==> src/sv/lrue_pkg.sv <==
// ----------------------------------------------------------------------------
// lrue_pkg
// Types, constants and the mu-law encoder shared by the LPC residual encoder.
// ----------------------------------------------------------------------------
package lrue_pkg;

    localparam int SAMPLE_W  = 16;
    localparam int COEF_W    = 24;
    localparam int NCOEF_W   = COEF_W + 1;
    localparam int PROD_W    = NCOEF_W + SAMPLE_W;
    localparam int IDX_W     = 4;
    localparam int NUM_SLOTS = 16;
    localparam int FRAC_BITS = 18;
    localparam int MULAW_W   = 8;

    localparam logic [15:0] MU_BIAS = 16'h0084;
    localparam logic [15:0] MU_CLIP = 16'd32635;

    typedef enum logic {
        OP_LOAD   = 1'b0,
        OP_FILTER = 1'b1
    } opcode_t;

    typedef struct packed {
        opcode_t                     opcode;
        logic [IDX_W-1:0]            coef_index;
        logic signed [COEF_W-1:0]    coef_value;
        logic signed [SAMPLE_W-1:0]  sample;
    } cmd_item_t;

    typedef struct packed {
        logic signed [SAMPLE_W-1:0]  residual;
        logic [MULAW_W-1:0]          residual_mulaw;
        logic                        saturated;
    } result_item_t;

    typedef struct packed {
        logic              shift;
        logic              load;
        logic [IDX_W-1:0]  index;
    } cell_ctl_t;

    function automatic logic [MULAW_W-1:0] mulaw_encode(input logic signed [SAMPLE_W-1:0] r);
        logic        sign;
        logic [15:0] mag;
        logic [15:0] biased;
        logic [7:0]  top;
        logic [2:0]  ex;
        logic [3:0]  mant;
        sign = r[SAMPLE_W-1];
        mag  = sign ? 16'(-r) : 16'(r);
        if (mag > MU_CLIP)
        begin
            mag = MU_CLIP;
        end
        biased = mag + MU_BIAS;
        top    = biased[14:7];
        ex     = '0;
        for (int i = 1; i < 8; i++)
        begin
            if (top[i])
            begin
                ex = 3'(i);
            end
        end
        mant = 4'(biased >> (4'(ex) + 4'd3));
        return ~{sign, ex, mant};
    endfunction

endpackage

==> src/sv/lrue_add_tree.sv <==
// ----------------------------------------------------------------------------
// lrue_add_tree
// Pipelined binary adder tree, one register level per tree level.
// ----------------------------------------------------------------------------
module lrue_add_tree
    import lrue_pkg::*;
#(
    parameter int N_LEAF = 16,
    parameter int W      = 46
) (
    input  logic                clk,
    input  logic signed [W-1:0] leaf [N_LEAF],
    output logic signed [W-1:0] root
);

    localparam int LVL = (N_LEAF > 1) ? $clog2(N_LEAF) : 1;
    localparam int P   = 1 << LVL;

    logic signed [W-1:0] leaf_pad [P];
    logic signed [W-1:0] sum_reg  [1:P-1];

    for (genvar j = 0; j < P; j++)
    begin : g_pad
        if (j < N_LEAF)
        begin : g_real
            assign leaf_pad[j] = leaf[j];
        end
        else
        begin : g_zero
            assign leaf_pad[j] = '0;
        end
    end

    for (genvar i = 1; i < P; i++)
    begin : g_node
        if (2 * i >= P)
        begin : g_bottom
            always_ff @(posedge clk)
            begin
                sum_reg[i] <= leaf_pad[2*i-P] + leaf_pad[2*i+1-P];
            end
        end
        else
        begin : g_inner
            always_ff @(posedge clk)
            begin
                sum_reg[i] <= sum_reg[2*i] + sum_reg[2*i+1];
            end
        end
    end

    assign root = sum_reg[1];

endmodule

==> config.mk <==
export PLATFORM = sky130hd
export DESIGN_NAME = lrue_add_tree
export DESIGN_NICKNAME = d
export VERILOG_FILES = /design/src/sv/lrue_pkg.sv /design/src/sv/lrue_add_tree.sv
export SDC_FILE = /design/constraint.sdc
export NUM_CORES = 2
export LEC_CHECK = 0
export BUFFER_PORTS_ARGS = -buffer_cell sky130_fd_sc_hd__buf_2
export CORE_MARGIN = 5
export CORE_UTILIZATION = 58
export CTS_CLUSTER_SIZE = 14
export DETAILED_ROUTE_END_ITERATION = 8
export GPL_TIMING_DRIVEN = 0
export PLACE_DENSITY_LB_ADDON = 0.12
export SLEW_MARGIN = 40
export SYNTH_ARGS = -nofsm -noshare
export SYNTH_HDL_FRONTEND = slang
export SYNTH_SLANG_ARGS = --single-unit
export TNS_END_PERCENT = 10
==> constraint.sdc <==
create_clock -name clk -period 7.2 [get_ports clk]
set_clock_uncertainty 0.15 [all_clocks]
set_input_delay 0.36 -clock clk [delete_from_list [all_inputs] [get_ports clk]]
set_output_delay 0.36 -clock clk [all_outputs]
set_load 0.01 [all_outputs]
### Yosys cells after proc, flatten, opt, wreduce, memory -nomap -nowiden

Memory sizes are Yosys's and may differ from the RTL's.
Cells that the tools add are included.

* flip-flop bits (word level): 0
* bits in writable memories: 690
* input port bits: 737
* output and inout bits: 46
* word-level logic and storage cells: 16
* memories kept: 1

* add/subtract/negate cells: 15

Memory list
* sum_reg: words 15, width 46, rd ports 15, clocked after Yosys merged registers in 0, write ports 15, RTL line lrue_add_tree.sv:20 `logic signed [W-1:0] sum_reg [1:P-1];`

Operator list (count)
* $add 46x46->46: 15

### Logic depth before layout (Yosys ltp)

* depth in word-level cells: 1
* mapped depth: 14
* gate-level depth less buffers: 14

### Least setup slack after synthesis

OpenSTA, ideal clock, no wires.

* path type: input-to-reg
* from: in leaf[184] in the netlist's numbering
* to: reg, netlist name sum_reg[1][272]
* arrival: 2.932 ns
* required time: 6.936 ns
* path slack: 4.003 ns
* cell stages on the path: 14
* path buffers: 0
* cell sequence: ha_1 -> inv_1 -> fa_1 -> nor2b_1 -> o21ai_1 -> a21boi_0 -> o2111ai_1 -> a31oi_1 -> o2111ai_1 -> and2_1 -> o2111ai_1 -> nand2_1 -> mux2i_1 -> a2111oi_0

RTL lines
* start: declaration: RTL line lrue_add_tree.sv:12 `input logic signed [W-1:0] leaf [N_LEAF],`

==> run summary <==
Core Util, Final = 69.1%
RSZ-0062 raised after global routing = no
area leader, netlist = dfxtp_1
die height = 302 um
hold slack = 0.0216 ns
Synth area leaders = dfxtp_1 (28%), ha_1 (17%), xnor2_1 (7.8%), a21o_1 (7.3%), a21oi_1 (6.4%)
Fmax achieved = 226 MHz
Hold Path Class = in2reg
Mapped Cells = 5738
area of the multi-input gates = 34100 um2
Initial Util = 58.3%
Worst Setup Start Kind = input port
PortBufs = 782
r2r startpoint = sum_reg[0][322]
Final Wtd Congestion = 0.975
Tot Pwr = 23.9 mW
crit share post-route = 61.4%
Final Net Count = 8148
slew at the pin with the worst max-slew slack = 0.920 ns
Detailed Route WL = 149000 um
Chip Width = 302 um
Initial DRC Count = 3071
Max H-tree Level = 3
setup violators final = 0
pin count of the biggest net entering global routing = 15
fin. max-slew vios = 0
vias in the first global route = 43600
total core area = 84900 um2
post-route ant nets = 0
DP Area = 54800 um2
wire length of the first global-routing pass = 229000 um
Max Cap Violations = 0
setup tns final = 0 ns
Post-synth EDFFs = 0
fin crit period = 4.42 ns
grt ovf = 0
final hold violations = 0
Pwr Density = 408 nW/um2
leakage = 28.4 nW
Setup Buffers After CTS = 0
vias per inst = 5.80
CP startpoint = leaf[138]
status = completed
Mapped Area = 49500 um2
Skew-Pair Late Insertion Delay = 0.62 ns
Synth async-reset ratio = 0%
worst-path fanout max = 4
synth unique cells = 95
Slew HR = 38.2%
clock sink count = 690
Vias = 46000
CTS tree = built
hold_sp = leaf[337]
root buffer cell = clkbuf_16
die area = 91300 um2
initial antenna violation count = 11
WS Path Type = in2reg
layout cell share with drive strength beyond 1 = 15.0%
I/O pins = 783
Filler cells = 7218
max FFs per register = 690
hpwl dp = 122000 um
register area = 13800 um2
row cnt = 107
CTS clk-pin slew, worst paths = 0.06 ns
CP required = 7.60 ns
total CTS buffers = 73
Main synth FF type = dfxtp_1
CTS Buffer Depth = 3
wire per inst = 18.7 um
Avg Inst Size Synth = 8.62 um2
register bit count reported by yosys = 690
DR DRC count = 0
Critical Path AT = 4.82 ns
Max VDD drop = 246 uV
post-synthesis net count = 7165
Yosys top cell area share = 27.9%
Tot GR Track Use = 30.8%
YS warnings = 0
Critical Path End Type = register
first drt pass iteration count = 6
sequential-to-total area share from yosys stat = 27.9%
cell area after layout = 58600 um2
P&R area growth vs syn = 18.5%
[layout by cell type, fill, tap and decap left out, drive strengths merged, types with 29 or more instances in the layout]
master,Yosys,final
a21oi,642,642
xor2,196,196
dfxtp,690,690
a211oi,54,54
xnor2,440,440
o21bai,77,77
nor3,51,51
ha,675,675
nor2,289,289
o21a,81,81
buf,53,835
a21o,478,478
a31oi,72,72
a21boi,33,33
and3,75,75
nand3,126,126
nor2b,111,111
o31ai,29,29
dlygate4sd3,0,126
nand4,105,105
inv,185,190
o211ai,38,38
nand2b,84,84
o21ai,342,342
clkbuf,135,231
and2,34,34
nand2,342,342
[cells in the mapped netlist, types with 37 or more instances]
library cell,n
and3_1,75
nand2b_1,84
nor3_1,51
nand3_1,126
xnor2_1,440
a21o_1,478
o211ai_1,37
nor2b_1,111
nand4_1,105
ha_1,675
buf_4,47
inv_1,185
a211oi_1,47
dfxtp_1,690
nand2_1,342
o21ai_1,37
o21ai_0,302
o21a_1,80
clkbuf_1,135
a31oi_1,68
o21bai_1,76
a21oi_1,635
nor2_1,288
xor2_1,196
[routing by layer]
| layer | vias up | wire length, um | GRT usage, % |
|---|---|---|---|
| met1 | 21400 | 64200 | 40.3 |
| met5 | - | 0 | 0 |
| met3 | 237 | 8740 | 4.36 |
| met2 | 1412 | 71200 | 53.5 |
| li1 | 22900 | - | - |
| met4 | 0 | 4370 | 8.33 |
[worst paths after layout]
path | slack, ns | cells past startpoint | end
setup reg to reg | 2.92 | 14 | sum_reg[0][182]
hold / removal | 0.02 | 3 | sum_reg[1][199]
hold reg to reg | 0.30 | 1 | sum_reg[0][230]
setup / recovery | 2.78 | 15 | sum_reg[1][321]
[what timing repair did]
action,CTS,global route
hold buffers,126,0
gates resized for setup,0,0
endpoints found under the hold margin,70,0
endpoints found under the setup margin,0,0
[power breakdown]
group / total (mW) / internal, mW / switching, mW
Clock: 3.90 / 2.35 / 1.55
Sequential: 6.10 / 5.45 / 0.653
Combinational: 13.9 / 5.90 / 7.99
[through the flow]
stage | worst slack [ns] | instances
CTS | 2.84 | 7917
floorplan | 4.00 | 5738
finish | 2.78 | 7926
detailed placement | 2.89 | 7664
global route | 2.42 | 7923
global placement | 2.90 | 7664
[critical path, cell delays in order]
cell and delay (ns):
dlygate4sd3_1 0.55, buf_2 0.12, ha_1 0.21, a21o_1 0.19, a21oi_1 0.29, o21ai_1 0.16, a31oi_1 0.45, o21ai_0 0.31
a211oi_1 0.63, nor4_1 0.12, o21ai_0 0.39, o21ai_0 0.17, a21oi_1 0.19, xnor2_1 0.12, dlygate4sd3_1 0.55
[cell type report]
class,count,area share [%]
antenna,9,0.0384
buffer,188,1.52
clock buffer,96,3.45
multi-input combinational,4675,58.2
tap,1144,2.44
clock inverter,31,0.811
sequential,690,23.6
timing repair buffer,908,8.83
inverter,185,1.18
[cells by family (layout without fill, tap and decap cells)]
kind of cell             Yosys count  after routing  synth area share [%]
AO/OA/AOI/OAI                   2048           2048                  26.9
AND/OR/NAND/NOR                 1297           1297                  13.0
adder cells (fa/ha/maj)          690            690                  17.7
flip-flops                       690            690                  27.9
XOR/XNOR                         636            636                  11.3
buffers and inverters            373           1408                  3.20
multiplexers                       4              4                0.0809
other                              0              9                     0
(Power assumes the default switching activity.)
