File: config.mk
export PLATFORM = sky130hd
export DESIGN_NAME = lrue_out_fifo_flat
export DESIGN_NICKNAME = d
export VERILOG_FILES = /design/src/sv/lrue_pkg.sv /design/src/sv/lrue_stream_if.sv /design/src/sv/lrue_out_fifo.sv /design/src/flat_wrapper.sv
export SDC_FILE = /design/constraint.sdc
export NUM_CORES = 1
export LEC_CHECK = 0
export BUFFER_PORTS_ARGS = -buffer_cell sky130_fd_sc_hd__clkbuf_2
export CORE_MARGIN = 1
export CORE_UTILIZATION = 40
export CTS_CLUSTER_SIZE = 8
export DETAILED_ROUTE_END_ITERATION = 8
export GPL_ROUTABILITY_DRIVEN = 0
export GPL_TIMING_DRIVEN = 0
export PLACE_DENSITY_LB_ADDON = 0.1
export SLEW_MARGIN = 30
export SYNTH_ARGS = -nofsm -noshare
export SYNTH_HDL_FRONTEND = slang
export SYNTH_SLANG_ARGS = --single-unit
File: constraint.sdc
create_clock -name clk -period 2.1 [get_ports clk]
set_input_delay 0.315 -clock clk [delete_from_list [all_inputs] [get_ports clk]]
set_output_delay 0.315 -clock clk [all_outputs]
set_load 0.05 [all_outputs]
File: src/sv/lrue_pkg.sv
// ----------------------------------------------------------------------------
// lrue_pkg
// Types, constants and the mu-law encoder shared by the LPC residual encoder.
// ----------------------------------------------------------------------------
package lrue_pkg;

    localparam int SAMPLE_W  = 16;
    localparam int COEF_W    = 24;
    localparam int NCOEF_W   = COEF_W + 1;
    localparam int PROD_W    = NCOEF_W + SAMPLE_W;
    localparam int IDX_W     = 4;
    localparam int NUM_SLOTS = 16;
    localparam int FRAC_BITS = 18;
    localparam int MULAW_W   = 8;

    localparam logic [15:0] MU_BIAS = 16'h0084;
    localparam logic [15:0] MU_CLIP = 16'd32635;

    typedef enum logic {
        OP_LOAD   = 1'b0,
        OP_FILTER = 1'b1
    } opcode_t;

    typedef struct packed {
        opcode_t                     opcode;
        logic [IDX_W-1:0]            coef_index;
        logic signed [COEF_W-1:0]    coef_value;
        logic signed [SAMPLE_W-1:0]  sample;
    } cmd_item_t;

    typedef struct packed {
        logic signed [SAMPLE_W-1:0]  residual;
        logic [MULAW_W-1:0]          residual_mulaw;
        logic                        saturated;
    } result_item_t;

    typedef struct packed {
        logic              shift;
        logic              load;
        logic [IDX_W-1:0]  index;
    } cell_ctl_t;

    function automatic logic [MULAW_W-1:0] mulaw_encode(input logic signed [SAMPLE_W-1:0] r);
        logic        sign;
        logic [15:0] mag;
        logic [15:0] biased;
        logic [7:0]  top;
        logic [2:0]  ex;
        logic [3:0]  mant;
        sign = r[SAMPLE_W-1];
        mag  = sign ? 16'(-r) : 16'(r);
        if (mag > MU_CLIP)
        begin
            mag = MU_CLIP;
        end
        biased = mag + MU_BIAS;
        top    = biased[14:7];
        ex     = '0;
        for (int i = 1; i < 8; i++)
        begin
            if (top[i])
            begin
                ex = 3'(i);
            end
        end
        mant = 4'(biased >> (4'(ex) + 4'd3));
        return ~{sign, ex, mant};
    endfunction

endpackage

File: src/sv/lrue_stream_if.sv
// ----------------------------------------------------------------------------
// lrue_stream_if
// Valid/ready channel carrying one payload per transaction.
// ----------------------------------------------------------------------------
interface lrue_stream_if #(
    parameter type T = logic
);
    logic valid;
    logic ready;
    T     data;

    modport source (output valid, output data, input ready);
    modport sink   (input valid, input data, output ready);
endinterface

File: src/sv/lrue_out_fifo.sv
// ----------------------------------------------------------------------------
// lrue_out_fifo
// Small result queue that decouples the filter pipeline from the sink.
// ----------------------------------------------------------------------------
module lrue_out_fifo
    import lrue_pkg::*;
#(
    parameter int DEPTH = 8
) (
    input  logic                   clk,
    input  logic                   rst_n,
    input  logic                   wr_en,
    input  result_item_t           wr_data,
    lrue_stream_if.source          result
);

    localparam int PTR_W = (DEPTH > 1) ? $clog2(DEPTH) : 1;
    localparam int CNT_W = PTR_W + 1;

    result_item_t       mem [DEPTH];
    logic [PTR_W-1:0]   wr_ptr_reg, wr_ptr_next;
    logic [PTR_W-1:0]   rd_ptr_reg, rd_ptr_next;
    logic [CNT_W-1:0]   count_reg,  count_next;
    logic               pop;

    assign pop = result.valid && result.ready;

    always_comb
    begin
        wr_ptr_next = wr_en ? PTR_W'(wr_ptr_reg + 1'b1) : wr_ptr_reg;
        rd_ptr_next = pop   ? PTR_W'(rd_ptr_reg + 1'b1) : rd_ptr_reg;
        count_next  = count_reg + CNT_W'(wr_en) - CNT_W'(pop);
    end

    always_ff @(posedge clk or negedge rst_n)
    begin
        if (!rst_n)
        begin
            wr_ptr_reg <= '0;
            rd_ptr_reg <= '0;
            count_reg  <= '0;
        end
        else
        begin
            wr_ptr_reg <= wr_ptr_next;
            rd_ptr_reg <= rd_ptr_next;
            count_reg  <= count_next;
        end
    end

    always_ff @(posedge clk)
    begin
        if (wr_en)
        begin
            mem[wr_ptr_reg] <= wr_data;
        end
    end

    assign result.valid = (count_reg != '0);
    assign result.data  = mem[rd_ptr_reg];

endmodule

File: src/flat_wrapper.sv
// flat-port wrapper written by rule: the top's interface ports become plain ports
module lrue_out_fifo_flat import lrue_pkg::*;
#(
    parameter int DEPTH = 8
)
  (clk, rst_n, wr_en, wr_data, result_valid, result_data, result_ready);
  lrue_stream_if result_i ();
  input  logic clk;
  input  logic rst_n;
  input  logic wr_en;
  input  result_item_t wr_data;
  output wire logic [$bits(result_i.valid)-1:0] result_valid;
  output wire logic [$bits(result_i.data)-1:0] result_data;
  input wire logic [$bits(result_i.ready)-1:0] result_ready;
  assign result_valid = result_i.valid;
  assign result_data = result_i.data;
  assign result_i.ready = result_ready;
  lrue_out_fifo #(.DEPTH(DEPTH)) u_core (.clk(clk), .rst_n(rst_n), .wr_en(wr_en), .wr_data(wr_data), .result(result_i));
endmodule
; Yosys cells after proc, flatten, opt, wreduce, memory -nomap -nowiden
; Memories as Yosys holds them, arrays and structs flattened.
; Index checks and enable logic that the tools add are counted.
[word_totals]
reg_bits = 10
mem_bits_rw = 200
input_bits = 29
output_inout_bits = 2
wordCells = 12
memories = 1
[classes]
add_sub_neg = 4
n_mux = 2
reduce_logical = 2
[memory_table]
columns = memory, words, word_bits, rd, rd_clocked_by_memory_dff, wr, line
row1 = u_core.mem, 8, 25, 1, 0, 1, lrue_out_fifo.sv:20  ; result_item_t mem [DEPTH];
[op_table]
columns = cell, count
row1 = $add A3 B1 Y3 const B, 2
row2 = $add A4 B1 Y4, 1
row3 = $reduce_bool A4 Y1, 1
row4 = $sub A4 B1 Y4, 1
row5 = $mux W1, 2
row6 = $logic_and A1 B1 Y1, 1

; Longest topological paths before layout
[logic_depth]
ltp_word = 3
mapped_depth = 11
mapped_depth_nobuf = 11

; Worst setup path after synthesis
; No wires, ideal clock.
[synth_timing]
path_kind = flip-flop to flip-flop
from = reg u_core.count_reg[2]
to = reg u_core.count_reg[2]
setup_ns = 0.123
arrival_ns = 2.386
required_ns = 1.977
slack_ns = -0.409
stages_incl_launch_ff = 12
n_path_buf = 0
synth_period_minus_slack_ns = 2.509
path_cell_list = dfrtp_1 inv_1 ha_1 or3b_1 nand2_1 inv_1 ha_1 inv_1 ha_1 inv_1 fa_1 xnor2_1
[synth_via]
elab_chain_cells = 3
elab_cells_between_ends = 4
cone_classes = add/sub: 2 / reduce/logical: 2
[synth_rtl]
columns = item, line
row1 = start: declaration, lrue_out_fifo.sv:23  ; logic [CNT_W-1:0] count_reg, count_next;
row2 = start signal: assignment, lrue_out_fifo.sv:47  ; count_reg <= count_next;
row3 = $reduce_bool A4 Y1, lrue_out_fifo.sv:59  ; assign result.valid = (count_reg != '0);
row4 = named net result_valid, flat_wrapper.sv:12  ; output wire logic [$bits(result_i.valid)-1:0] result_valid;
row5 = $logic_and A1 B1 Y1, lrue_out_fifo.sv:26  ; assign pop = result.valid && result.ready;
row6 = named net u_core.pop, lrue_out_fifo.sv:24  ; logic pop;
row7 = $sub A4 B1 Y4, lrue_out_fifo.sv:32  ; count_next = count_reg + CNT_W'(wr_en) - CNT_W'(pop);
row8 = named net u_core.count_next[2], lrue_out_fifo.sv:23
; The timed path passes the listed nets, and every way through them passes these cells.
; A chain may end at the register's enable or synchronous reset.

; Worst setup path after layout
[layout_timing]
from = reg u_core.count_reg[2]
to = reg u_core.count_reg[1]
[layout_via]
elab_chain_cells = 3
[layout_rtl]
columns = item, line
row1 = $reduce_bool A4 Y1, lrue_out_fifo.sv:59
row2 = $logic_and A1 B1 Y1, lrue_out_fifo.sv:26
row3 = named net u_core.pop, lrue_out_fifo.sv:24
row4 = $sub A4 B1 Y4, lrue_out_fifo.sv:32
row5 = named net u_core.count_next[1], lrue_out_fifo.sv:23
; The timed path passes the listed nets, and every way through them passes these cells.

==> flow_summary.yaml <==
outcome:
  outcome: "finished with violations"
  violations: "setup timing"
power_and_ir_drop:
  powerDensity_nw_per_um2: 1460
  seqPwrFrac_pct: 39.3
  clockPowerShare_pct: 11.1
  ir_drop_v: 0.000768
  power.internal_uw: 982
  power.switching_uw: 575
  p_leak_nw: 0.453
  p_sw_share_pct: 36.9
  p_comb_share_pct: 49.7
setup_path:
  critical_path_arrival_ns: 2.30
  r2r_setup_slack_ns: -0.02
  crit_path_start_kind: "flip-flop"
  crit_end: "u_core.count_reg[1]$_DFF_PN0_"
  cp-end-kind: "flip-flop"
  cp_max_fo: 2
  max_stage_delay_ns: 0.50
  cp-startpoint: "u_core.count_reg[2]$_DFF_PN0_"
  crit_chain: "inv_2 -> ha_4 -> or3b_4 -> nand2_4 -> inv_4 -> ha_4 -> inv_2 -> ha_4 -> inv_2 -> fa_2 -> inv_1"
  rr_startpoint: "u_core.count_reg[2]$_DFF_PN0_"
  critPathKind: "reg2reg"
  rr_worst_depth: 11
  worst_r2r_endpoint: "u_core.count_reg[1]$_DFF_PN0_"
  cp_slowest_cell: "fa_2"
  required_ns: 2.28
timing:
  fin_ws_ns: -0.0188
  rsz0062_at_grt: "true"
  fmax_mhz: 472
  min_period_over_period_pct: 101
  hold_ws_ns: 0.314
  finalHoldViolCount: 0
  finalSetupViolCount: 1
  maxSlewHeadroom_pct: 81.8
  maxSlewViolCount: 0
  clock_skew_ns: 0.00398
  min_period_ns: 2.12
  worst_pin_slew_ns: 0.274
grt:
  first_global_vias: 531
  grt_first_pass_wirelength_um: 2240
  grt_usage_pct: 12.6
  top_usage_layer: "met2"
  use_met3_pct: 2.83
  use_met2_pct: 20.9
  grt-ovfl-total: 0
  gr-usage-met1_pct: 15.5
  grt_start_max_net_pins: 11
  antenna_found_initial: 0
logic_synthesis:
  synth_area_leaders: "dfrtp_1 29%, edfxtp_1 28%, ha_1 10%"
  yosysTopAreaCell: "dfrtp_1"
  ys_ff_latch: 18
  syn_area_um2: 863
  synth_nets: 102
  synthFlopType: "dfrtp_1"
  synth_top_area_share_pct: 29.0
  avgSynthCellArea_um2: 13.3
  synth_edf_count: 8
  syn_inst: 65
  yosysMostFrequentCell: "dfrtp_1"
  async_reset_ff_share_pct: 55.6
  ys_top_cells_by_count: "10 x dfrtp_1, 9 x inv_1, 8 x edfxtp_1"
  ys_seq_area_share_pct: 56.8
  yosys_warnings: 0
  ys_types: 17
floorplan:
  fp.dieH_um: 48.5
  placementRows: 16
  io_pins: 31
  core_um2: 2000
  start_util_pct: 43.1
  dieArea_um2: 2350
  die_w_um: 48.5
drt:
  drt_first_pass_iters: 4
  antenna_left: 0
  drc_errors: 0
  avgViaCountPerCell: 4.62
  wl_per_cell_um: 11.3
  num_vias: 499
  first_iter_violations: 6
  wirelength_um: 1220
job:
  cap_viol_max_count: 0
placement:
  dpl_worst_slack_ns: -0.0966
  dpl_cell_area_um2: 968
  io_buffers: 6
  hpwl_um: 869
layout:
  register_area_um2: 490
  utilization_pct: 53.3
  area_delta_synth_final_pct: 23.6
  fillers: 185
  largest_reg_flops: 8
  fin_area_um2: 1070
  drive_above_1_share_pct: 37.0
  multiInputGateArea_um2: 400
  diodes: 0
  fin_nets: 119
clock_network:
  cts_root_buffer: "clkbuf_4"
  tritoncts: "built"
  ctsLongestPathBuffers: 2
  clk_pin_slew_worst_paths_ns: 0.10
  numClockSinks: 18
  cts_buffers: 3
  clk_latency_ns: 0.28
  htreeDepth: 1
worst_hold_path:
  min_path_type: "in2reg"
kinds of logic (layout without fill, tap and decap cells):
logic type	after synthesis	in the layout	share of synthesized area, %
xor+xnor	6	6	6.09
compound gates	2	2	1.45
flops	18	18	56.8
simple gates	17	17	9.27
buf+inv	9	25	3.91
mux	5	5	10.0
fa+ha+maj	8	8	12.5
repair_timing:
action | 4_1_cts | 5_1_grt
buffers inserted | 4 | 1
pin swaps | 3 | 1
endpoints found under the setup margin | 4 | 4
hold endpoints to repair | 10 | 0
hold buffers | 1 | 0
resized for setup | 6 | 4
through the flow:
step | total power [mW] | cells | TNS (ns)
after floorplan | 1.14 | 65 | -0.230
after global placement | 1.25 | 98 | -0.149
after detailed placement | 1.27 | 98 | -0.178
after CTS | 1.52 | 107 | -0.0306
after global routing | 1.69 | 108 | -0.209
final | 1.56 | 108 | -0.0188
worst max-delay path, delay by kind of cell (launching register included):
family | cells | cell delay (ns)
buffers and inverters | 5 | 0.22
AND/OR/NAND/NOR | 2 | 0.47
adder cells (fa/ha/maj) | 4 | 0.93
flip-flops | 1 | 0.38
power by group through the flow:
| stage | registers (mW) | logic (mW) | clock network (mW) |
|---|---|---|---|
| 6_report | 0.611 | 0.773 | 0.173 |
| 5_1_grt | 0.632 | 0.868 | 0.195 |
| 4_1_cts | 0.613 | 0.726 | 0.181 |
| 3_5_place_dp | 0.620 | 0.649 | 0 |
| 3_3_place_gp | 0.619 | 0.634 | 0 |
| 2_1_floorplan | 0.590 | 0.552 | 0 |
how the worst min path moves through the flow:
stage	end	from	slack, ns	depth (start not counted)
finish	u_core.mem[2][0]$_DFFE_PP_	wr_data[0]	0.31	1
global route	u_core.mem[2][0]$_DFFE_PP_	wr_data[0]	0.32	1
CTS	u_core.mem[2][0]$_DFFE_PP_	wr_data[0]	0.31	1
detailed placement	u_core.rd_ptr_reg[2]$_DFFE_PN0P_	rst_n	0.20	1
global placement	u_core.rd_ptr_reg[2]$_DFFE_PN0P_	rst_n	0.20	1
floorplan	u_core.count_reg[0]$_DFF_PN0_	rst_n	0.02	0
cell type report:
type / instances / share of cell area [%]
Clock buffer: 4 / 2.46
Inverter: 9 / 3.40
Multi-Input combinational cell: 38 / 37.5
Sequential cell: 18 / 46.0
Tap cell: 27 / 3.17
Timing Repair Buffer: 12 / 7.50
cell usage in the layout (no fill, tap or decap), types with 4 or more instances in the layout:
master and n:
clkbuf_2 5, edfxtp_1 8, dfrtp_1 10, ha_1 4, nor2_1 6, buf_4 6, inv_1 4, inv_2 4
layer usage:
| layer | share of wire [%] | vias to the layer above |
|---|---|---|
| li1 | - | 251 |
| met3 | 3.9 | 2 |
| met5 | 0 | - |
| met4 | 1.1 | 0 |
| met2 | 46 | 7 |
| met1 | 49 | 239 |
(Power assumes the default switching activity.)
