[src/sv/lrue_pkg.sv]
// ----------------------------------------------------------------------------
// lrue_pkg
// Types, constants and the mu-law encoder shared by the LPC residual encoder.
// ----------------------------------------------------------------------------
package lrue_pkg;

    localparam int SAMPLE_W  = 16;
    localparam int COEF_W    = 24;
    localparam int NCOEF_W   = COEF_W + 1;
    localparam int PROD_W    = NCOEF_W + SAMPLE_W;
    localparam int IDX_W     = 4;
    localparam int NUM_SLOTS = 16;
    localparam int FRAC_BITS = 18;
    localparam int MULAW_W   = 8;

    localparam logic [15:0] MU_BIAS = 16'h0084;
    localparam logic [15:0] MU_CLIP = 16'd32635;

    typedef enum logic {
        OP_LOAD   = 1'b0,
        OP_FILTER = 1'b1
    } opcode_t;

    typedef struct packed {
        opcode_t                     opcode;
        logic [IDX_W-1:0]            coef_index;
        logic signed [COEF_W-1:0]    coef_value;
        logic signed [SAMPLE_W-1:0]  sample;
    } cmd_item_t;

    typedef struct packed {
        logic signed [SAMPLE_W-1:0]  residual;
        logic [MULAW_W-1:0]          residual_mulaw;
        logic                        saturated;
    } result_item_t;

    typedef struct packed {
        logic              shift;
        logic              load;
        logic [IDX_W-1:0]  index;
    } cell_ctl_t;

    function automatic logic [MULAW_W-1:0] mulaw_encode(input logic signed [SAMPLE_W-1:0] r);
        logic        sign;
        logic [15:0] mag;
        logic [15:0] biased;
        logic [7:0]  top;
        logic [2:0]  ex;
        logic [3:0]  mant;
        sign = r[SAMPLE_W-1];
        mag  = sign ? 16'(-r) : 16'(r);
        if (mag > MU_CLIP)
        begin
            mag = MU_CLIP;
        end
        biased = mag + MU_BIAS;
        top    = biased[14:7];
        ex     = '0;
        for (int i = 1; i < 8; i++)
        begin
            if (top[i])
            begin
                ex = 3'(i);
            end
        end
        mant = 4'(biased >> (4'(ex) + 4'd3));
        return ~{sign, ex, mant};
    endfunction

endpackage

[src/sv/lrue_tap_cell.sv]
// ----------------------------------------------------------------------------
// lrue_tap_cell
// One filter tap: a delay-line stage, its negated coefficient and a
// registered product handed on to the adder tree.
// ----------------------------------------------------------------------------
module lrue_tap_cell
    import lrue_pkg::*;
#(
    parameter int TAP = 1
) (
    input  logic                        clk,
    input  logic                        rst_n,
    input  cell_ctl_t                   ctl,
    input  logic signed [COEF_W-1:0]    coef,
    input  logic signed [SAMPLE_W-1:0]  sample_prev,
    output logic signed [SAMPLE_W-1:0]  sample_held,
    output logic signed [PROD_W-1:0]    prod
);

    logic signed [SAMPLE_W-1:0] past_reg,  past_next;
    logic signed [NCOEF_W-1:0]  ncoef_reg, ncoef_next;
    logic signed [PROD_W-1:0]   prod_reg;

    always_comb
    begin
        past_next  = ctl.shift ? sample_prev : past_reg;
        ncoef_next = ncoef_reg;
        if (ctl.load && (ctl.index == IDX_W'(TAP)))
        begin
            ncoef_next = -NCOEF_W'(coef);
        end
    end

    always_ff @(posedge clk or negedge rst_n)
    begin
        if (!rst_n)
        begin
            past_reg  <= '0;
            ncoef_reg <= '0;
        end
        else
        begin
            past_reg  <= past_next;
            ncoef_reg <= ncoef_next;
        end
    end

    // product of the pre-shift history, tagged valid upstream
    always_ff @(posedge clk)
    begin
        prod_reg <= PROD_W'(ncoef_reg) * PROD_W'(past_reg);
    end

    assign sample_held = past_reg;
    assign prod        = prod_reg;

endmodule

[config.mk]
export PLATFORM = sky130hd
export DESIGN_NAME = lrue_tap_cell
export DESIGN_NICKNAME = d
export VERILOG_FILES = /design/src/sv/lrue_pkg.sv /design/src/sv/lrue_tap_cell.sv
export SDC_FILE = /design/constraint.sdc
export NUM_CORES = 1
export LEC_CHECK = 0
export ABC_AREA = 1
export BUFFER_PORTS_ARGS = -buffer_cell sky130_fd_sc_hd__buf_2
export CAP_MARGIN = 20
export CORE_MARGIN = 2
export CORE_UTILIZATION = 59
export DETAILED_ROUTE_END_ITERATION = 8
export PLACE_DENSITY = 0.81
export SETUP_SLACK_MARGIN = 0.05
export SYNTH_ARGS = -nofsm -noshare
export SYNTH_HDL_FRONTEND = slang
export SYNTH_SLANG_ARGS = --single-unit
[constraint.sdc]
create_clock -name clk -period 5.8 [get_ports clk]
set_input_delay 0.29 -clock clk [delete_from_list [all_inputs] [get_ports clk]]
set_output_delay 0.29 -clock clk [all_outputs]
set_load 0.1 [all_outputs]
* After elaboration in Yosys (flattened, before gate mapping)
Index checks and enable logic that the tools add are counted.
Word-level totals: ROM bits 0, RAM bits 0, logic and storage cells 7, output and inout bits 57, register bits after elaboration 82, input port bits 48, bits in latches 0, memories kept 0
Cells by class: multiply operators 1, mux-type cells 0, div/mod/pow operators 0, shift operators 0, magnitude comparators 0, bitwise gates (word level) 0, reductions and logical operators 1, equal/unequal tests 1, add/sub/neg operators 1
Operator list (count):
- 25-bit by 16-bit multiplier with 41-bit output | 1
- 24-bit negation with 25-bit output | 1
- 4-bit by 1-bit equality test with 1-bit output (second input constant) | 1
- 1-bit logical AND | 1

* Longest topological paths before layout
Gate-level depths: netlist (run 1).
depth after elaboration 2, mapped depth 27, depth with buffers taken out 25

* Worst setup path after synthesis (run 1)
Ideal clock, no wire load.
path type reg2reg, from register past_reg[1], in the netlist sample_held[1], to register prod_reg[28], in the netlist prod[28], path slack -0.237 ns, buffers on the path 2, library setup time 0.112 ns, data arrival time 5.925 ns, stages on the path, launching flop included 26, data required time 5.688 ns, period minus slack after synthesis 6.037 ns, cells stage by stage dfrtp_1 -> clkbuf_1 -> clkbuf_1 -> nand2_1 -> fa_1 -> inv_1 -> fa_1 -> inv_1 -> fa_1 -> inv_1 -> fa_1 -> fa_1 -> inv_1 -> fa_1 -> inv_1 -> ha_1 -> nand2_1 -> inv_1 -> a21oi_1 -> nor2_1 -> nor2_2 -> nor2_1 -> nor2_1 -> nand2_1 -> nand2_1 -> nand2_1
Between the ends: longest elaborated chain between the ends 1
Ends and longest elaborated chain:
- start, declared | line lrue_tap_cell.sv:20 | logic signed [SAMPLE_W-1:0] past_reg, past_next;
- start signal, assigned | line lrue_tap_cell.sv:43 | past_reg <= past_next;
- 25-bit by 16-bit multiplier with 41-bit output | line lrue_tap_cell.sv:51 | prod_reg <= PROD_W'(ncoef_reg) * PROD_W'(past_reg);
- end signal, assigned | line lrue_tap_cell.sv:51
- end, declared | line lrue_tap_cell.sv:22 | logic signed [PROD_W-1:0] prod_reg;
Every way passes these cells. A chain may end at the register's enable or synchronous reset.

* Final worst setup path (run 1)
from register past_reg[2], in the netlist sample_held[2], to register prod_reg[32], in the netlist prod[32]
Same word-level chain as after synthesis.

==> metrics.cfg, run 1 <==
[outcome]
status=complete, no violations

[critical_path]
critPathMaxStageDelay_ns=0.54
endpoint_kind=flip-flop
critPathMaxFanout=11
critPathKind=flip-flop to flip-flop
arrival_ns=5.79
crit_required_ns=6.04
critPathLaunchType=flip-flop
crit_slowest_cell=fa_1
crit_chain=buf_12 -> buf_4 -> nand2_1 -> fa_1 -> fa_1 -> fa_1 -> inv_1 -> fa_2 -> fa_1 -> inv_1 -> fa_1 -> inv_1 -> ha_1 -> nand2_2 -> inv_1 -> nand2_1 -> nand2_1 -> a21oi_2 -> nor2_1 -> nor2_2 -> nand2_1 -> nand2_1 -> nand2_1
crit_top_cell=nand2_1

[global_route]
antenna_found_initial=0
grt_pass1_vias=17020
grt_pass1_wl_um=81940
track_usage_pct=31.31
overflow=0
grt_max_degree=42

[synthesis]
syn_area_mm2=0.01881
netlist_instances=2483
syn_nets=3020
synth-seq-cells=82
yosys_warnings=0
synth_area_per_cell_um2=7.576
synth.distinct_cells=39
yosysSeqAreaShare_pct=9.818

[place]
routabilityCongestion=0.9544
dp_hpwl_um=40840
place.port_buffers=104
post-place-ws_ns=0.007577

[die]
die_w_um=182.6
fp.coreArea_mm2=0.03147
io_pins=105
start_util_pct=59.77
die_area_mm2=0.03333
rows=65
fp.dieH_um=182.6

[timing]
fmax_mhz=180.1
tightest_slew_ns=0.8982
maxSlewHeadroom_pct=40.12
setup_tns_ns=0
min_period_ns=5.551
setup_slack_ns=0.2489
report.final.setup_viol=0
final_max_slew_viol_count=0
period_share_pct=95.71
finalHoldViolations=0
rsz0062_at_grt=yes
clock_skew_ns=0.01131

[clock_tree]
clkLatencyLatePin_ns=0.37
cts-root-buf=clkbuf_16
cts_tree=done
cts_made_buffers=9
h-tree-depth=3
clock_tree.buffer_depth=2
clk_pin_slew_ns=0.07
clkSinkCount=82

[routing]
first_pass_iters=8
ant_nets=0
via_count=15810
drtIter0Drc=1168
post_drt_via_cell_ratio=5.262
drc=0
wirelength_um=50590
wire_per_inst_um=16.84

[final_layout]
synthToLayoutAreaGrowth_pct=12.09
n_antenna_cell=0
nets=3134
drive_above_1_share_pct=15.03
fill_cells=2514
largest_reg_flops=41

[job]
drv_cap=0

[min_path]
hold_class=input port to flip-flop

cell type report:
cell class	count	area, um^2	share of cell area [%]
clock buffers	11	242.7	1.151
clock inverters	5	61.31	0.2908
inverters	750	2819	13.37
multi-input cells	1546	14040	66.59
flip-flops and latches	82	1906	9.038
well taps	402	503.0	2.386
repair buffers	208	1513	7.175
repair_timing:
item                                    CTS  global route
resized for setup                         3           102
buffers inserted                          2            30
endpoints found under the setup margin    5            25
pin swaps                                 0            16
hold buffers                              0             1
hold endpoints to repair                  0             4
cell usage after synthesis (all sizes together):
| cell type | count | area [um^2] |
|---|---|---|
| dfxtp | 41 | 820.8 |
| nor4 | 3 | 18.77 |
| mux2 | 15 | 168.9 |
| clkbuf | 98 | 367.9 |
| or2 | 4 | 25.02 |
| dfrtp | 41 | 1026 |
| a31oi | 4 | 25.02 |
| ha | 101 | 1264 |
| fa | 388 | 7767 |
| nand3 | 71 | 375.4 |
| nand4 | 12 | 75.07 |
| nor3 | 13 | 107.6 |
| inv | 750 | 2815 |
| a21o | 2 | 15.01 |
| o21ai | 22 | 117.6 |
| nor2 | 128 | 560.5 |
| a21oi | 29 | 145.1 |
| o211ai | 1 | 12.51 |
| and3 | 1 | 6.260 |
| nand3b | 1 | 7.510 |
| buf | 7 | 40.03 |
| nand2 | 710 | 2695 |
| o21bai | 7 | 52.55 |
| xnor2 | 3 | 26.28 |
| nor3b | 1 | 12.51 |
| xor2 | 30 | 262.8 |
critical path, delay by kind of cell (launching register included):
kind	cells	cell delay, ns
flops	1	0.51
compound gates	1	0.19
simple gates	9	0.86
fa+ha+maj	7	3.34
buf+inv	6	0.53
layout by cell type, fill, tap and decap left out, types with 9 or more instances in the layout:
cell type	count
nand2_2	22
nor2_1	95
dfrtp_1	14
o21ai_1	10
nand2_1	686
fa_1	381
buf_4	79
ha_2	11
clkbuf_16	9
a21oi_2	10
nor2_4	11
dfxtp_1	41
nor2_2	20
a21oi_1	19
xor2_1	30
dfrtp_4	10
nand4_1	12
buf_2	105
buf_12	14
inv_2	15
mux2_2	15
o21ai_0	10
ha_1	83
nand3_1	67
inv_1	734
dfrtp_2	17
routing by layer:
metal	up-vias	share of wire (%)	wire length, um	global-route usage [%]
met5	-	0	0	0
met4	0	5.6	2814	15.65
met3	208	7.7	3876	3.353
met2	716	51	25690	57.06
met1	7723	36	18210	36.74
li1	7161	-	-	-
metrics by stage:
step           instance area, um^2  utilization, %  hold WS, ns  std cells
2_1_floorplan                18830               -    -0.005591       2483
3_3_place_gp                 20050           63.70       0.4724       2954
3_5_place_dp                 20050           63.70       0.4966       2954
4_1_cts                      20390           64.77       0.1143       2972
5_1_grt                      21080           66.99       0.1613       3004
6_report                     21080           66.99       0.1531       3004
cells by family after synthesis:
logic type | share of synthesized area, %
AOI/OAI and AO/OA | 1.956
xor gates and xnor gates | 1.537
adders and majority gates | 48.01
buffers and inverters | 17.13
DFF | 9.818
muxes | 0.8980
and+or+nand+nor | 20.65
path summary, 6_finish.rpt:
check	to	slack, ns	start	depth (start not counted)
worst max-delay path	prod[32]$_DFF_P_	0.25	sample_held[2]$_DFFE_PN0P_	23
worst min-delay path	sample_held[15]$_DFFE_PN0P_	0.15	sample_prev[15]	3
worst max register to register	prod[32]$_DFF_P_	0.25	sample_held[2]$_DFFE_PN0P_	23
worst min register to register	ncoef_reg[1]$_DFFE_PN0P_	0.53	ncoef_reg[1]$_DFFE_PN0P_	2
max in group asynchronous	ncoef_reg[6]$_DFFE_PN0P_	5.07	rst_n	3
min in group asynchronous	sample_held[12]$_DFFE_PN0P_	0.28	rst_n	2
Power of run 1 is left out: the tool's default activity adds up to more than one toggle a clock period on the data nets, which glitch-free logic cannot reach.
==> run 2, diff against run 1 <==
--- a/config.mk
+++ b/config.mk
@@ -12,6 +12,7 @@
 export CORE_UTILIZATION = 59
 export DETAILED_ROUTE_END_ITERATION = 8
 export PLACE_DENSITY = 0.81
+export RECOVER_POWER = 25
 export SETUP_SLACK_MARGIN = 0.05
 export SYNTH_ARGS = -nofsm -noshare
 export SYNTH_HDL_FRONTEND = slang
==> run 2 against run 1 <==
The flow now finishes with violations (capacitance limit, slew limit). Core utilization fell by 0.072 points. First-iteration DRC count fell by 12%. Register-to-register slack barely moved.
==> metrics.cfg, run 2 (same netlist as run 1, synthesis figures left out) <==
[outcome]
status=complete, but fails checks
violations=capacitance limit, slew limit

[min_path]
hp-start=sample_prev[15]
hold_class=input port to flip-flop

[place]
routabilityCongestion=0.9544
place.port_buffers=104
dp_hpwl_um=40840

[critical_path]
critPathMaxStageDelay_ns=0.54
r2r_cells=23
crit_slowest_cell=fa_1
r2r_end=prod[32]$_DFF_P_
critPathKind=flip-flop to flip-flop
critPathMaxFanout=5
r2r-start=sample_held[15]$_DFFE_PN0P_
critPathCapture=prod[32]$_DFF_P_
r2r_slack_ns=0.24
startpoint=sample_held[15]$_DFFE_PN0P_
crit_required_ns=6.04
critPathLaunchType=flip-flop
arrival_ns=5.79
crit_top_cell=fa_1
crit_chain=clkinvlp_4 -> clkbuf_4 -> nor2_1 -> fa_1 -> fa_1 -> fa_1 -> fa_1 -> fa_1 -> inv_1 -> fa_1 -> inv_1 -> ha_1 -> buf_4 -> nand2_2 -> inv_1 -> nand2_1 -> nand2_1 -> a21oi_2 -> nor2_1 -> nor2_2 -> nand2_1 -> nand2_1 -> nand2_1
endpoint_kind=flip-flop

[clock_tree]
h-tree-depth=3
clock_tree.buffer_depth=2
clkSinkCount=82
cts-root-buf=clkbuf_16
clk_pin_slew_ns=0.07
cts_tree=done
clkLatencyLatePin_ns=0.37
cts_made_buffers=9

[timing]
setup_tns_ns=0
rsz0062_at_grt=yes
finalHoldViolations=0
min_period_ns=5.557
report.final.setup_viol=0
worst_hold_slack_ns=0.1535
clock_skew_ns=0.01132
final_max_slew_viol_count=38
tightest_slew_ns=2.184
fmax_mhz=179.9
period_share_pct=95.82
maxSlewHeadroom_pct=-45.59

[global_route]
antenna_found_initial=0
grt_pass1_vias=17020
track_usage_pct=31.31
grt_max_degree=42
grt_pass1_wl_um=81940
overflow=0

[final_layout]
final_cell_mix=734 x inv_1, 686 x nand2_1, 381 x fa_1
synthToLayoutAreaGrowth_pct=11.97
n_antenna_cell=0
drive_above_1_share_pct=14.87
multi_input_area_mm2=0.01404
largest_reg_flops=41
nets=3134
fill_cells=2517
regArea_mm2=0.001906
final_common_cell=inv_1

[routing]
via_count=15770
met1_length_um=18380
wl_met3_um=3897
post_drt_via_cell_ratio=5.251
drc=0
wl_met2_um=25760
wire_per_inst_um=16.87
drtIter0Drc=1030
first_pass_iters=5
wirelength_um=50680
dr.max_layer_used=met4
ant_nets=0

[die]
fp.coreArea_mm2=0.03147
io_pins=105
die_w_um=182.6
start_util_pct=59.77
fp.dieH_um=182.6
die_area_mm2=0.03333
rows=65

[job]
drv_cap=1

[run 2: what timing repair did]
action	CTS	global route
pin swaps	0	16
gates resized for setup	3	102
hold endpoints to repair	0	4
hold buffers	0	1
endpoints found under the setup margin	5	25
buffers inserted	2	30
[run 2: worst max-delay path: cells and delay by family, from the launching register on]
kind	cells	cell delay, ns
AOI/OAI and AO/OA	1	0.19
buffers and inverters	6	0.74
and+or+nand+nor	9	0.89
adders and majority gates	7	3.20
DFF	1	0.41
[run 2: routing by layer]
layer	vias up	track usage, %
li1	7161	-
met2	703	57.06
met3	193	3.353
met4	0	15.65
met5	-	0
met1	7716	36.74
[run 2: layout make-up]
cell class	count	area share, %
multi-input combinational	1546	66.66
clock buffer	11	1.153
inverter	750	13.38
clock inverter	5	0.2911
timing repair buffer	208	7.075
tap	402	2.388
sequential	82	9.048
[run 2: through the flow]
stage / setup WS [ns] / cells / instance area, um^2 / utilization [%]
after floorplan: 0.04016 / 2483 / 18830 / -
after global placement: 0.08594 / 2954 / 20050 / 63.70
after detailed placement: 0.007577 / 2954 / 20050 / 63.70
after CTS: 0.06260 / 2972 / 20390 / 64.77
after global routing: 0.01388 / 3004 / 21060 / 66.92
final: 0.2427 / 3004 / 21060 / 66.92
[run 2: how the worst min path moves through the flow]
stage                                  end  slack (ns)  cells past startpoint
2_1_floorplan     ncoef_reg[0]$_DFFE_PN0P_      -0.006                      0
3_3_place_gp   sample_held[12]$_DFFE_PN0P_        0.47                      1
3_5_place_dp   sample_held[14]$_DFFE_PN0P_        0.50                      1
4_1_cts        sample_held[13]$_DFFE_PN0P_        0.11                      1
5_1_grt        sample_held[12]$_DFFE_PN0P_        0.16                      2
6_report       sample_held[15]$_DFFE_PN0P_        0.15                      3
Power of run 2 is left out for the same reason.
